--- src/rtl/tlts_pkg.sv ---
`default_nettype none
package tlts_pkg;

  typedef enum logic [1:0] {
    REQ_INSERT = 2'd0,
    REQ_SET    = 2'd1,
    REQ_YIELD  = 2'd2
  } req_t;

  typedef enum logic [2:0] {
    S_IDLE,
    S_EXEC,
    S_READ,
    S_CHECK,
    S_DONE
  } state_t;

  // controller to datapath
  typedef struct packed {
    logic capture;
    logic exec;
    logic flip;
    logic fail;
    logic rd;
    logic move;
    logic choose;
    logic load_out;
  } cmd_t;

  // datapath to controller
  typedef struct packed {
    logic is_yield;
    logic keep;
    logic act_empty;
    logic flipped;
    logic head_ok;
  } sts_t;

endpackage
`default_nettype wire

--- src/rtl/tlts_ctrl.sv ---
`default_nettype none
module tlts_ctrl
  import tlts_pkg::*;
(
  input  wire  clk,
  input  wire  rst,
  input  wire  in_valid,
  output logic in_ready,
  output logic out_valid,
  input  wire  out_ready,
  input  sts_t sts,
  output cmd_t cmd
);

  state_t state, state_next;

  always_ff @(posedge clk) begin
    if (rst) begin
      state     <= S_IDLE;
      out_valid <= 1'b0;
    end else begin
      state <= state_next;
      if (cmd.load_out) begin
        out_valid <= 1'b1;
      end else if (out_ready) begin
        out_valid <= 1'b0;
      end
    end
  end

  always_comb begin
    state_next = state;
    unique case (state)
      S_IDLE:  if (in_valid) state_next = S_EXEC;
      S_EXEC:  state_next = (sts.is_yield && !sts.keep) ? S_READ : S_DONE;
      S_READ: begin
        if (!sts.act_empty) begin
          state_next = S_CHECK;
        end else if (sts.flipped) begin
          state_next = S_DONE;
        end
      end
      S_CHECK: state_next = sts.head_ok ? S_DONE : S_READ;
      S_DONE:  if (!out_valid || out_ready) state_next = S_IDLE;
      default: state_next = S_IDLE;
    endcase
  end

  always_comb begin
    cmd      = '0;
    in_ready = 1'b0;
    unique case (state)
      S_IDLE: begin
        in_ready    = 1'b1;
        cmd.capture = in_valid;
      end
      S_EXEC:  cmd.exec = 1'b1;
      S_READ: begin
        cmd.rd   = !sts.act_empty;
        cmd.flip = sts.act_empty && !sts.flipped;
        cmd.fail = sts.act_empty && sts.flipped;
      end
      S_CHECK: begin
        cmd.choose = sts.head_ok;
        cmd.move   = !sts.head_ok;
      end
      S_DONE:  cmd.load_out = !out_valid || out_ready;
      default: ;
    endcase
  end

endmodule
`default_nettype wire

--- src/rtl/tlts_dpath.sv ---
`default_nettype none
module tlts_dpath
  import tlts_pkg::*;
#(
  parameter int MAX_TASKS     = 16,
  parameter int PRIORITY_BITS = 8
) (
  input  wire        clk,
  input  wire        rst,
  input  cmd_t       cmd,
  output sts_t       sts,
  input  wire  [1:0] req_type,
  input  wire  [3:0] task_id,
  input  wire        list_select,
  input  wire  [7:0] task_priority,
  input  wire        runnable_flag,
  output logic [3:0] run_task,
  output logic       task_valid,
  output logic       switched,
  output logic       no_runnable
);

  localparam int AW = (MAX_TASKS > 1) ? $clog2(MAX_TASKS) : 1;
  localparam int LW = $clog2(MAX_TASKS + 1);
  localparam int PB = PRIORITY_BITS;

  // captured request
  logic [1:0]  req;
  logic [3:0]  id;
  logic        sel;
  logic [PB-1:0] pri;
  logic        flag;

  logic [3:0]  list0 [MAX_TASKS];
  logic [3:0]  list1 [MAX_TASKS];
  logic [LW-1:0] len [2];
  logic [PB-1:0] pri_tab [16];
  logic [15:0] run_bits;
  logic        act;
  logic [PB-1:0] slice;
  logic [3:0]  cur;
  logic        cur_valid;
  logic        sw_flag;
  logic        none_flag;
  logic        flipped;
  logic [3:0]  hd;

  logic [15:0]   pri_wide;
  logic [PB-1:0] slice_dec;
  logic          id_ok;
  logic          hd_ok;
  logic          ins_ok;
  logic          pop;
  logic          push_ok;
  logic [LW-1:0] act_len;
  logic [LW-1:0] oth_len;
  logic [LW-1:0] head_addr;
  logic          we0, we1;
  logic [3:0]    wd;

  assign pri_wide  = {8'd0, task_priority};
  assign slice_dec = (slice == '0) ? '0 : slice - 1'b1;
  assign id_ok     = 32'(id) < 32'(MAX_TASKS);
  assign hd_ok     = 32'(hd) < 32'(MAX_TASKS);
  assign act_len   = len[act];
  assign oth_len   = len[~act];
  assign head_addr = act_len - 1'b1;
  assign ins_ok    = cmd.exec && (req == REQ_INSERT) && id_ok
                     && (32'(len[sel]) < 32'(MAX_TASKS));
  assign pop       = cmd.move || cmd.choose;
  assign push_ok   = pop && (32'(oth_len) < 32'(MAX_TASKS));
  assign wd        = cmd.exec ? id : hd;
  assign we0       = (ins_ok && !sel) || (push_ok && act);
  assign we1       = (ins_ok && sel) || (push_ok && !act);

  assign sts.is_yield  = (req == REQ_YIELD);
  assign sts.keep      = (slice_dec != '0) && cur_valid && run_bits[cur];
  assign sts.act_empty = (act_len == '0);
  assign sts.flipped   = flipped;
  assign sts.head_ok   = hd_ok && run_bits[hd];

  // list storage, each list kept bottom-up so the head is the top entry
  always_ff @(posedge clk) begin
    if (we0) list0[len[0][AW-1:0]] <= wd;
    if (we1) list1[len[1][AW-1:0]] <= wd;
    if (cmd.rd) hd <= act ? list1[head_addr[AW-1:0]] : list0[head_addr[AW-1:0]];
  end

  always_ff @(posedge clk) begin
    if (cmd.capture) begin
      req  <= req_type;
      id   <= task_id;
      sel  <= list_select;
      pri  <= pri_wide[PB-1:0];
      flag <= runnable_flag;
    end
    if (ins_ok) pri_tab[id] <= pri;
    if (cmd.load_out) begin
      run_task    <= cur_valid ? cur : 4'd0;
      task_valid  <= cur_valid;
      switched    <= sw_flag;
      no_runnable <= none_flag;
    end
  end

  always_ff @(posedge clk) begin
    if (rst) begin
      len[0]    <= '0;
      len[1]    <= '0;
      run_bits  <= '0;
      act       <= 1'b0;
      slice     <= PB'(1);
      cur       <= '0;
      cur_valid <= 1'b0;
      sw_flag   <= 1'b0;
      none_flag <= 1'b0;
      flipped   <= 1'b0;
    end else begin
      if (cmd.exec) begin
        sw_flag   <= 1'b0;
        none_flag <= 1'b0;
        flipped   <= 1'b0;
        if (ins_ok) len[sel] <= len[sel] + 1'b1;
        if (req == REQ_SET && id_ok) run_bits[id] <= flag;
        if (req == REQ_YIELD) slice <= slice_dec;
      end
      if (cmd.flip) begin
        act     <= ~act;
        flipped <= 1'b1;
      end
      if (cmd.fail) begin
        cur_valid <= 1'b0;
        none_flag <= 1'b1;
      end
      if (pop) begin
        len[act] <= act_len - 1'b1;
        if (push_ok) len[~act] <= oth_len + 1'b1;
      end
      if (cmd.choose) begin
        cur       <= hd;
        cur_valid <= 1'b1;
        slice     <= pri_tab[hd];
        sw_flag   <= 1'b1;
      end
    end
  end

  a_len_bound: assert property (@(posedge clk) disable iff (rst)
    32'(len[0]) <= 32'(MAX_TASKS) && 32'(len[1]) <= 32'(MAX_TASKS))
    else $error("list length beyond capacity");
  a_flags_excl: assert property (@(posedge clk) disable iff (rst)
    !(sw_flag && none_flag))
    else $error("switch and no-runnable both set");
  a_none_invalid: assert property (@(posedge clk) disable iff (rst)
    none_flag |-> !cur_valid)
    else $error("current task valid after failed search");
  a_pop_nonempty: assert property (@(posedge clk) disable iff (rst)
    pop |-> act_len != '0)
    else $error("pop from empty list");

endmodule
`default_nettype wire

--- src/rtl/two_list_time_slice_scheduler.sv ---
`default_nettype none
// two-list time-slice scheduler. each request is an insert (task goes on top of
// the chosen list, its time slice recorded), a runnable-flag write, or a yield.
// every request gives exactly one result. insert, set and a yield that keeps
// the current task go from the execute step straight to the result. a yield
// that must pick a new task walks the active list one entry at a time (list
// memory read, then check and move); when the active list runs empty the
// lists are flipped once, and if it runs empty again there is no runnable
// task. one request is worked at a time; a finished result waits in the
// output register while the next request is taken in, and only the final
// step stalls on a full output.
module two_list_time_slice_scheduler
  import tlts_pkg::*;
#(
  parameter int MAX_TASKS     = 16,
  parameter int PRIORITY_BITS = 8
) (
  input  wire        clk,
  input  wire        rst,
  input  wire        in_valid,
  output logic       in_ready,
  input  wire  [1:0] req_type,
  input  wire  [3:0] task_id,
  input  wire        list_select,
  input  wire  [7:0] task_priority,
  input  wire        runnable_flag,
  output logic       out_valid,
  input  wire        out_ready,
  output logic [3:0] run_task,
  output logic       task_valid,
  output logic       switched,
  output logic       no_runnable
);

  cmd_t cmd;
  sts_t sts;

  // sequencer: one request at a time, walk step by step
  tlts_ctrl u_ctrl (
    .clk       (clk),
    .rst       (rst),
    .in_valid  (in_valid),
    .in_ready  (in_ready),
    .out_valid (out_valid),
    .out_ready (out_ready),
    .sts       (sts),
    .cmd       (cmd)
  );

  // lists, task tables, slice counter and result register
  tlts_dpath #(
    .MAX_TASKS     (MAX_TASKS),
    .PRIORITY_BITS (PRIORITY_BITS)
  ) u_dpath (
    .clk           (clk),
    .rst           (rst),
    .cmd           (cmd),
    .sts           (sts),
    .req_type      (req_type),
    .task_id       (task_id),
    .list_select   (list_select),
    .task_priority (task_priority),
    .runnable_flag (runnable_flag),
    .run_task      (run_task),
    .task_valid    (task_valid),
    .switched      (switched),
    .no_runnable   (no_runnable)
  );

endmodule
`default_nettype wire
--- config.mk ---
export PLATFORM = sky130hd
export DESIGN_NAME = two_list_time_slice_scheduler
export DESIGN_NICKNAME = d
export VERILOG_FILES = /design/src/rtl/tlts_pkg.sv /design/src/rtl/tlts_ctrl.sv /design/src/rtl/tlts_dpath.sv /design/src/rtl/two_list_time_slice_scheduler.sv
export SDC_FILE = /design/constraint.sdc
export NUM_CORES = 1
export LEC_CHECK = 0
export BUFFER_PORTS_ARGS = -buffer_cell sky130_fd_sc_hd__clkbuf_2
export CORE_MARGIN = 4
export CORE_UTILIZATION = 34
export DETAILED_ROUTE_END_ITERATION = 8
export MAX_ROUTING_LAYER = met4
export SLEW_MARGIN = 25
export SYNTH_ARGS = -nofsm -noshare
export SYNTH_HDL_FRONTEND = slang
export SYNTH_SLANG_ARGS = --single-unit
--- constraint.sdc ---
create_clock -name clk -period 3.57 [get_ports clk]
set_input_delay 0.357 -clock clk [delete_from_list [all_inputs] [get_ports clk]]
set_output_delay 0.357 -clock clk [all_outputs]
set_load 0.02 [all_outputs]
==> impl_metrics.ini, run 1 <==
[sta]
finalClockSkew_ns = 0.0222
fmax_mhz = 321
timing_hold_violations_final = 0
final_period_minus_worst_setup_slack_ns = 3.12
final_slew_viol_count = 0
rsz_0062_raised_after_global_routing = no
max_slew_margin_pct = 31.5
final.setup.worst_slack_ns = 0.450
setup_viol = 0
worst-slew-pin-transition_ns = 1.03
fin_crit_sh_pct = 87.4
final.setup.tns_ns = 0

[hold_path]
worstHoldStart = task_priority[0]
type_of_the_most_critical_hold_path = input port to flop
hold_depth = 1
worst_hold_path.endpoint = u_dpath.pri[0]

[logic_synthesis]
postSynth.topFlopCell = sky130_fd_sc_hd__edfxtp_1
synthCells = 893
yosys_warnings = 0
synth_most_common_cell = sky130_fd_sc_hd__edfxtp_1
synth_top_cell_area_share_pct = 61.9
yosysSeqAreaShare_pct = 68.0
synthesis.nets = 919
postSynthAreaPerCell_um2 = 15.9
synthArstFlopShare_pct = 0
post_synthesis_instance_area_mm2 = 0.0142
synthTopCellsByCount = 293 x sky130_fd_sc_hd__edfxtp_1, 103 x sky130_fd_sc_hd__nor2_1, 74 x sky130_fd_sc_hd__mux4_2
synth_edf_count = 293
synthDominantAreaCellType = sky130_fd_sc_hd__edfxtp_1
synth_area_leaders = sky130_fd_sc_hd__edfxtp_1 62%, sky130_fd_sc_hd__mux4_2 12%, sky130_fd_sc_hd__dfxtp_1 6.1%
yosys.cell_types.count = 56
synth.ff_latch_count = 336

[die]
die_h_um = 212
fp-row-count = 74
die_w_um = 212
die_area_mm2 = 0.0451
initial_utilization_pct = 34.6
core_area_mm2 = 0.0411
design.portCount = 29

[global_route]
grt-ovfl-total = 0
grt_first_pass_wirelength_mm = 47.3
antenna_found_initial = 0
grt_use_total_pct = 13.9
grt_start_max_net_pins = 33
first_global_vias = 7902

[place]
placed_cell_area_mm2 = 0.0150
dp.final_hpwl_mm = 20.2
placed_cells_incl_taps = 1431
placement.setup.worst_slack_ns = 0.499
gp_congestion = 0.821
portBuffers = 28

[critical_path]
arrival_ns = 3.28
timing.critical_path.max_delay_family = simple AND/OR/NAND/NOR gates
timing.rr.end = u_dpath.list0[0][1]
reg2reg_from = u_ctrl.state[0]
startpoint_type = flop
critical_path.max_stage_delay_ns = 0.58
crit_path_end_kind = flop
critical_path.most_common_cell = sky130_fd_sc_hd__or3b_1
critical_path_class = flop to flop
timing.critical_path.fanout_max = 10
worstPathCellList = or3b_1, nor4_4, inv_2, o21ai_1, or3b_1, nor3_1
reg2reg_depth = 6
cp.required_ns = 3.73
buffers_and_inverters_on_the_worst_path = 1
critPathSlowestCell = sky130_fd_sc_hd__or3b_1
ff2ff_setup_slack_ns = 0.45

[power]
clkPwrFrac_pct = 41.1
p_comb_share_pct = 7.6
static-leakage-power_uw = 0.00538
pwr_density_cell_mw_per_mm2 = 544
p_switching_uw = 1970
switching_share_pct = 22.3
internal_power_uw = 6860
vdd_ir_drop_max_mv = 0.303
seq_power_share_pct = 51.2

[clocking]
clock_tree.root_cell = sky130_fd_sc_hd__clkbuf_16
worst_skew_pair.late_latency_ns = 0.53
clk_transition_reported_paths_ns = 0.06
clock_tree.htree_level_count = 2
cts_made_buffers = 37
cts_sinks = 336
clockBufferDepth = 3
cts_tree = done
postCtsSetupBuffers = 0

[detailed_routing]
iter_0_drt_violations = 518
final_antenna_net_count = 0
wl_per_cell_um = 20.0
detail_route.first_pass.iterations = 5
route.vias.total = 7726
detail_route.drc_violations = 0
routed_via_density = 5.15
postRouteWirelength_mm = 30.0

[layout]
fillers = 3807
final-instance-count-excl-fill = 1501
layout-drive-gt1-share_pct = 20.5
num_antenna_cells = 0
core_util_final_pct = 39.5
fin_nets = 967
area_growth_pct = 14.3
post-route-cell-area_mm2 = 0.0162

[run]
maxCapViolCount = 0

[status]
status = complete, no violations
[worst reg2reg max path: stages, from the launching register on]
cell and delay, ns:
sky130_fd_sc_hd__dfxtp_1 0.48, sky130_fd_sc_hd__or3b_1 0.58, sky130_fd_sc_hd__nor4_4 0.31, sky130_fd_sc_hd__inv_2 0.06
sky130_fd_sc_hd__o21ai_1 0.41, sky130_fd_sc_hd__or3b_1 0.47, sky130_fd_sc_hd__nor3_1 0.45
[through the flow]
stage / hold slack (ns) / total power [uW]
6_report: 0.0253 / 8830
5_1_grt: 0.0190 / 9180
4_1_cts: 0.00172 / 8950
3_5_place_dp: 0.431 / 5290
3_3_place_gp: 0.436 / 5280
2_1_floorplan: 0.408 / 5040
[layout make-up]
| type | instances | area, um2 | share of cell area [%] |
|---|---|---|---|
| sequential | 336 | 9660 | 59.5 |
| multi-input combinational | 495 | 4290 | 26.4 |
| clock buffer | 52 | 1030 | 6.37 |
| tap | 532 | 666 | 4.10 |
| timing repair buffer | 61 | 420 | 2.59 |
| clock inverter | 15 | 124 | 0.763 |
| inverter | 10 | 37.5 | 0.231 |
[flip-flops by register name (all words and copies together), names as in the netlist, 2 cells and up, named ones only]
register / flops
u_dpath.run_task: 4
u_dpath.len: 10
u_ctrl.state: 3
u_dpath.pri_tab: 128
u_dpath.slice: 8
u_dpath.cur: 4
u_dpath.pri: 8
u_dpath.req: 2
u_dpath.run_bits: 16
u_dpath.list0: 64
u_dpath.list1: 64
u_dpath.id: 4
u_dpath.hd: 4
[repair_timing]
| action | in CTS | in global routing |
|---|---|---|
| hold buffers | 3 | 0 |
| endpoints found under the hold margin | 3 | 0 |
| gates resized for setup | 0 | 0 |
[kinds of logic (layout without fill, tap and decap cells)]
| group | Yosys count | in the layout | synth area share [%] |
|---|---|---|---|
| and+or+nand+nor | 255 | 255 | 8.45 |
| adders and majority gates | 6 | 6 | 0.529 |
| muxes | 137 | 137 | 16.3 |
| buffers and inverters | 62 | 138 | 1.96 |
| AOI/OAI and AO/OA | 81 | 81 | 3.74 |
| DFF | 336 | 336 | 68.0 |
| xor gates and xnor gates | 16 | 16 | 1.04 |
[power groups by stage]
stage,Combinational [uW],Sequential [uW],Clock [uW]
final,674,4520,3630
after global routing,739,4540,3910
after CTS,690,4530,3730
after detailed placement,686,4610,0
after global placement,677,4600,0
after floorplan,514,4530,0
[how the worst max path moves through the flow]
stage                    startpoint                  end  slack, ns  cells past startpoint
finish              u_ctrl.state[0]  u_dpath.list0[0][1]       0.45                      6
global route        u_ctrl.state[0]  u_dpath.list0[0][2]       0.26                      6
CTS                 u_ctrl.state[0]  u_dpath.list0[0][2]       0.47                      6
detailed placement  u_ctrl.state[0]  u_dpath.list0[0][2]       0.50                      6
global placement    u_ctrl.state[0]  u_dpath.list0[0][2]       0.60                      6
floorplan                      flop                 flop       0.61                      9
[layout by cell type (no fill, tap or decap), types with 7 or more instances in the layout]
cell and instances:
sky130_fd_sc_hd__edfxtp_1 293, sky130_fd_sc_hd__nor2_1 103, sky130_fd_sc_hd__mux4_2 74, sky130_fd_sc_hd__nand2_1 57
sky130_fd_sc_hd__mux2i_1 53, sky130_fd_sc_hd__dfxtp_1 42, sky130_fd_sc_hd__clkbuf_16 39, sky130_fd_sc_hd__clkbuf_2 28
sky130_fd_sc_hd__buf_4 28, sky130_fd_sc_hd__nor3_1 26, sky130_fd_sc_hd__o22ai_1 23, sky130_fd_sc_hd__a21oi_1 19
sky130_fd_sc_hd__nand2b_1 13, sky130_fd_sc_hd__clkbuf_1 12, sky130_fd_sc_hd__nor2b_1 11, sky130_fd_sc_hd__nand3_1 10
sky130_fd_sc_hd__xnor2_1 9, sky130_fd_sc_hd__inv_1 9, sky130_fd_sc_hd__mux2_2 8, sky130_fd_sc_hd__nand3b_1 7
sky130_fd_sc_hd__a211oi_1 7
[per-layer routing]
metal	up-vias	track usage [%]	part of all wire [%]
met2	166	22.4	49
met3	50	2.07	4.3
met4	0	4.22	2.4
met5	-	-	0
met1	3933	18.5	44
li1	3577	-	-
Note: power is estimated with default switching activity, not from simulation.
==> inputs of run 2 (changes only) <==
--- a/config.mk
+++ b/config.mk
@@ -13,4 +13,5 @@
 export SLEW_MARGIN = 25
 export SYNTH_ARGS = -nofsm -noshare
 export SYNTH_HDL_FRONTEND = slang
+export SYNTH_HIERARCHICAL = 1
 export SYNTH_SLANG_ARGS = --single-unit
==> run 2 against run 1 <==
Compared with the run above:
- synthesized area grew 6.3%
- wire length up 14%
- final cell count is 13% higher
- critical path type unchanged
- worst setup slack lost 0.27 ns
- highest routed layer unchanged
- power increased by 0.41%
==> impl_metrics.ini, run 2 <==
[layout]
layout-drive-gt1-share_pct = 21.8
layout.cells.most_common_list = 293 x sky130_fd_sc_hd__edfxtp_1, 108 x sky130_fd_sc_hd__mux2i_1, 98 x sky130_fd_sc_hd__nor2_1
fin_nets = 1106
num_antenna_cells = 0
most_common_cell_after_layout_fill_and_taps_aside = sky130_fd_sc_hd__edfxtp_1
area_growth_pct = 15.8
post-route-cell-area_mm2 = 0.0175
most_flops_register = u_dpath/pri_tab
core_util_final_pct = 40.2
fillers = 3986
max_ffs_per_register = 128

[clocking]
clock_tree.htree_level_count = 2
clockBufferDepth = 3
clk_transition_reported_paths_ns = 0.06
cts_tree = done
worst_skew_pair.late_latency_ns = 0.54
clock_tree.root_cell = sky130_fd_sc_hd__clkbuf_16
cts_made_buffers = 37
cts_sinks = 336

[die]
die_h_um = 219
initial_utilization_pct = 34.7
die_w_um = 219
fp-row-count = 76
design.portCount = 29
die_area_mm2 = 0.0478
core_area_mm2 = 0.0435

[place]
gp_congestion = 0.837
portBuffers = 28
placement.setup.worst_slack_ns = 0.0929
dp.final_hpwl_mm = 23.4
placed_cell_area_mm2 = 0.0161

[status]
status = complete, no violations

[critical_path]
timing.critical_path.fanout_max = 7
startpoint_type = flop
arrival_ns = 3.62
critical_path_class = flop to flop
buffers_and_inverters_on_the_worst_path = 0
critPathSlowestCell = sky130_fd_sc_hd__edfxtp_1
cp.required_ns = 3.79
timing.critical_path.max_delay_family = simple AND/OR/NAND/NOR gates
critical_path.max_stage_delay_ns = 0.55
worstPathCellList = mux4_2, mux4_2, nor3_1, nor2_1, nor3_1, a21oi_2, or3_1, nor2_2
crit_path_end_kind = flop

[global_route]
grt_start_max_net_pins = 46
grt_first_pass_wirelength_mm = 53.3
globalRoute.busiestLayer = met2
global_route.usage.met3_pct = 2.64
grt_use_total_pct = 14.8
global_route.usage.met2_pct = 22.7
grt-ovfl-total = 0
first_global_vias = 8762
antenna_found_initial = 0
global_route.usage.met1_pct = 20.6

[sta]
final.setup.tns_ns = 0
setup_viol = 0
final_period_minus_worst_setup_slack_ns = 3.39
fmax_mhz = 295
max_slew_margin_pct = 45.3
worst-slew-pin-transition_ns = 0.812
final_slew_viol_count = 0
fin_crit_sh_pct = 95.1
final.setup.worst_slack_ns = 0.175
timing_hold_violations_final = 0
rsz_0062_raised_after_global_routing = yes
finalClockSkew_ns = 0.0163

[power]
static-leakage-power_uw = 0.00591
seq_power_share_pct = 49.6
p_comb_share_pct = 6.4
total_power_uw = 8870
p_switching_uw = 1950
switching_share_pct = 22.0
internal_power_uw = 6920
clkPwrFrac_pct = 44.0
vdd_ir_drop_max_mv = 0.341
pwr_density_cell_mw_per_mm2 = 507

[logic_synthesis]
synthesis.nets = 1040
synth_top_cell_area_share_pct = 58.3
post_synth_xor_area_fraction_pct = 0.580
postSynthAreaPerCell_um2 = 14.9
synth_compound_gate_area_share_pct = 4.76
synthTopCellsByCount = 293 x sky130_fd_sc_hd__edfxtp_1, 115 x sky130_fd_sc_hd__nor2_1, 108 x sky130_fd_sc_hd__mux2i_1
yosys.cell_types.count = 54
synthDominantAreaCellType = sky130_fd_sc_hd__edfxtp_1
post_synth_and_or_nand_nor_area_fraction_pct = 9.38
synth_adder_area_share_pct = 0.497
yosys_warnings = 6
post_synthesis_instance_area_mm2 = 0.0151
synth_top_family_by_area = multiplexers
synth_mux_area_share_pct = 18.5
postSynth.topFlopCell = sky130_fd_sc_hd__edfxtp_1
synth_most_common_cell = sky130_fd_sc_hd__edfxtp_1
synth.ff_latch_count = 336
yosysSeqAreaShare_pct = 64.0
synthCells = 1014
synthArstFlopShare_pct = 0
synth_edf_count = 293
synth_area_leaders = sky130_fd_sc_hd__edfxtp_1 58%, sky130_fd_sc_hd__mux4_2 9.1%, sky130_fd_sc_hd__mux2i_1 7.2%

[run]
maxCapViolCount = 0

[detailed_routing]
routed_via_density = 5.20
detail_route.first_pass.iterations = 5
final_antenna_net_count = 0
route.vias.total = 8809
detail_route.drc_violations = 0
postRouteWirelength_mm = 34.2
iter_0_drt_violations = 687
wl_per_cell_um = 20.2

[hold_path]
type_of_the_most_critical_hold_path = input port to flop
[run 2: layer usage]
metal | up-vias | share of wire, %
met5 | - | 0
met4 | 0 | 1.7
met3 | 40 | 5.1
met2 | 227 | 47
met1 | 4458 | 46
li1 | 4084 | -
[run 2: worst paths after layout]
| path | depth (start not counted) | slack [ns] | to | start |
|---|---|---|---|---|
| worst max-delay path | 8 | 0.18 | u_dpath/list1[0][2] | u_dpath/hd[0] |
| worst max register to register | 8 | 0.18 | u_dpath/list1[0][2] | u_dpath/hd[0] |
| worst min-delay path | 1 | 0.04 | u_dpath/pri[6] | task_priority[6] |
| worst min register to register | 0 | 0.44 | u_dpath/switched | u_dpath/sw_flag |
[run 2: worst register-to-register path, cell delays in order (launching register included)]
cell and delay [ns]:
sky130_fd_sc_hd__edfxtp_1 0.55, sky130_fd_sc_hd__mux4_2 0.54, sky130_fd_sc_hd__mux4_2 0.51, sky130_fd_sc_hd__nor3_1 0.27, sky130_fd_sc_hd__nor2_1 0.19, sky130_fd_sc_hd__nor3_1 0.21
sky130_fd_sc_hd__a21oi_2 0.12, sky130_fd_sc_hd__or3_1 0.45, sky130_fd_sc_hd__nor2_2 0.26
[run 2: layout make-up]
type	count	area, um2	share of cell area [%]
timing repair buffer	87	602	3.44
clock inverter	20	220	1.26
sequential	336	9660	55.3
inverter	14	52.6	0.301
clock buffer	47	1040	5.93
tap	585	732	4.19
multi-input combinational	604	5180	29.6
[run 2: power by group through the flow]
| stage | combinational, uW | sequential (uW) | clock, uW |
|---|---|---|---|
| after floorplan | 407 | 4440 | 0 |
| after detailed placement | 564 | 4480 | 0 |
| after global placement | 560 | 4480 | 0 |
| after CTS | 570 | 4400 | 4010 |
| after global routing | 615 | 4400 | 4180 |
| final | 567 | 4400 | 3900 |
[run 2: logic make-up (layout without fill, tap and decap cells)]
logic type	after synthesis	in the layout
AOI/OAI and AO/OA	108	108
xor gates and xnor gates	10	10
adders and majority gates	6	6
buffers and inverters	74	168
muxes	190	190
DFF	336	336
and+or+nand+nor	290	290
[run 2: stage by stage]
stage	cells	hold slack, ns
floorplan	1014	0.409
global placement	1617	0.425
detailed placement	1617	0.433
CTS	1690	0.0108
global route	1693	0.0152
finish	1693	0.0369
[run 2: what timing repair did]
item	4_1_cts	5_1_grt
endpoints found under the hold margin	6	0
hold buffers	6	0
resized for setup	0	21
setup endpoints to repair	0	129
setup buffers	0	3
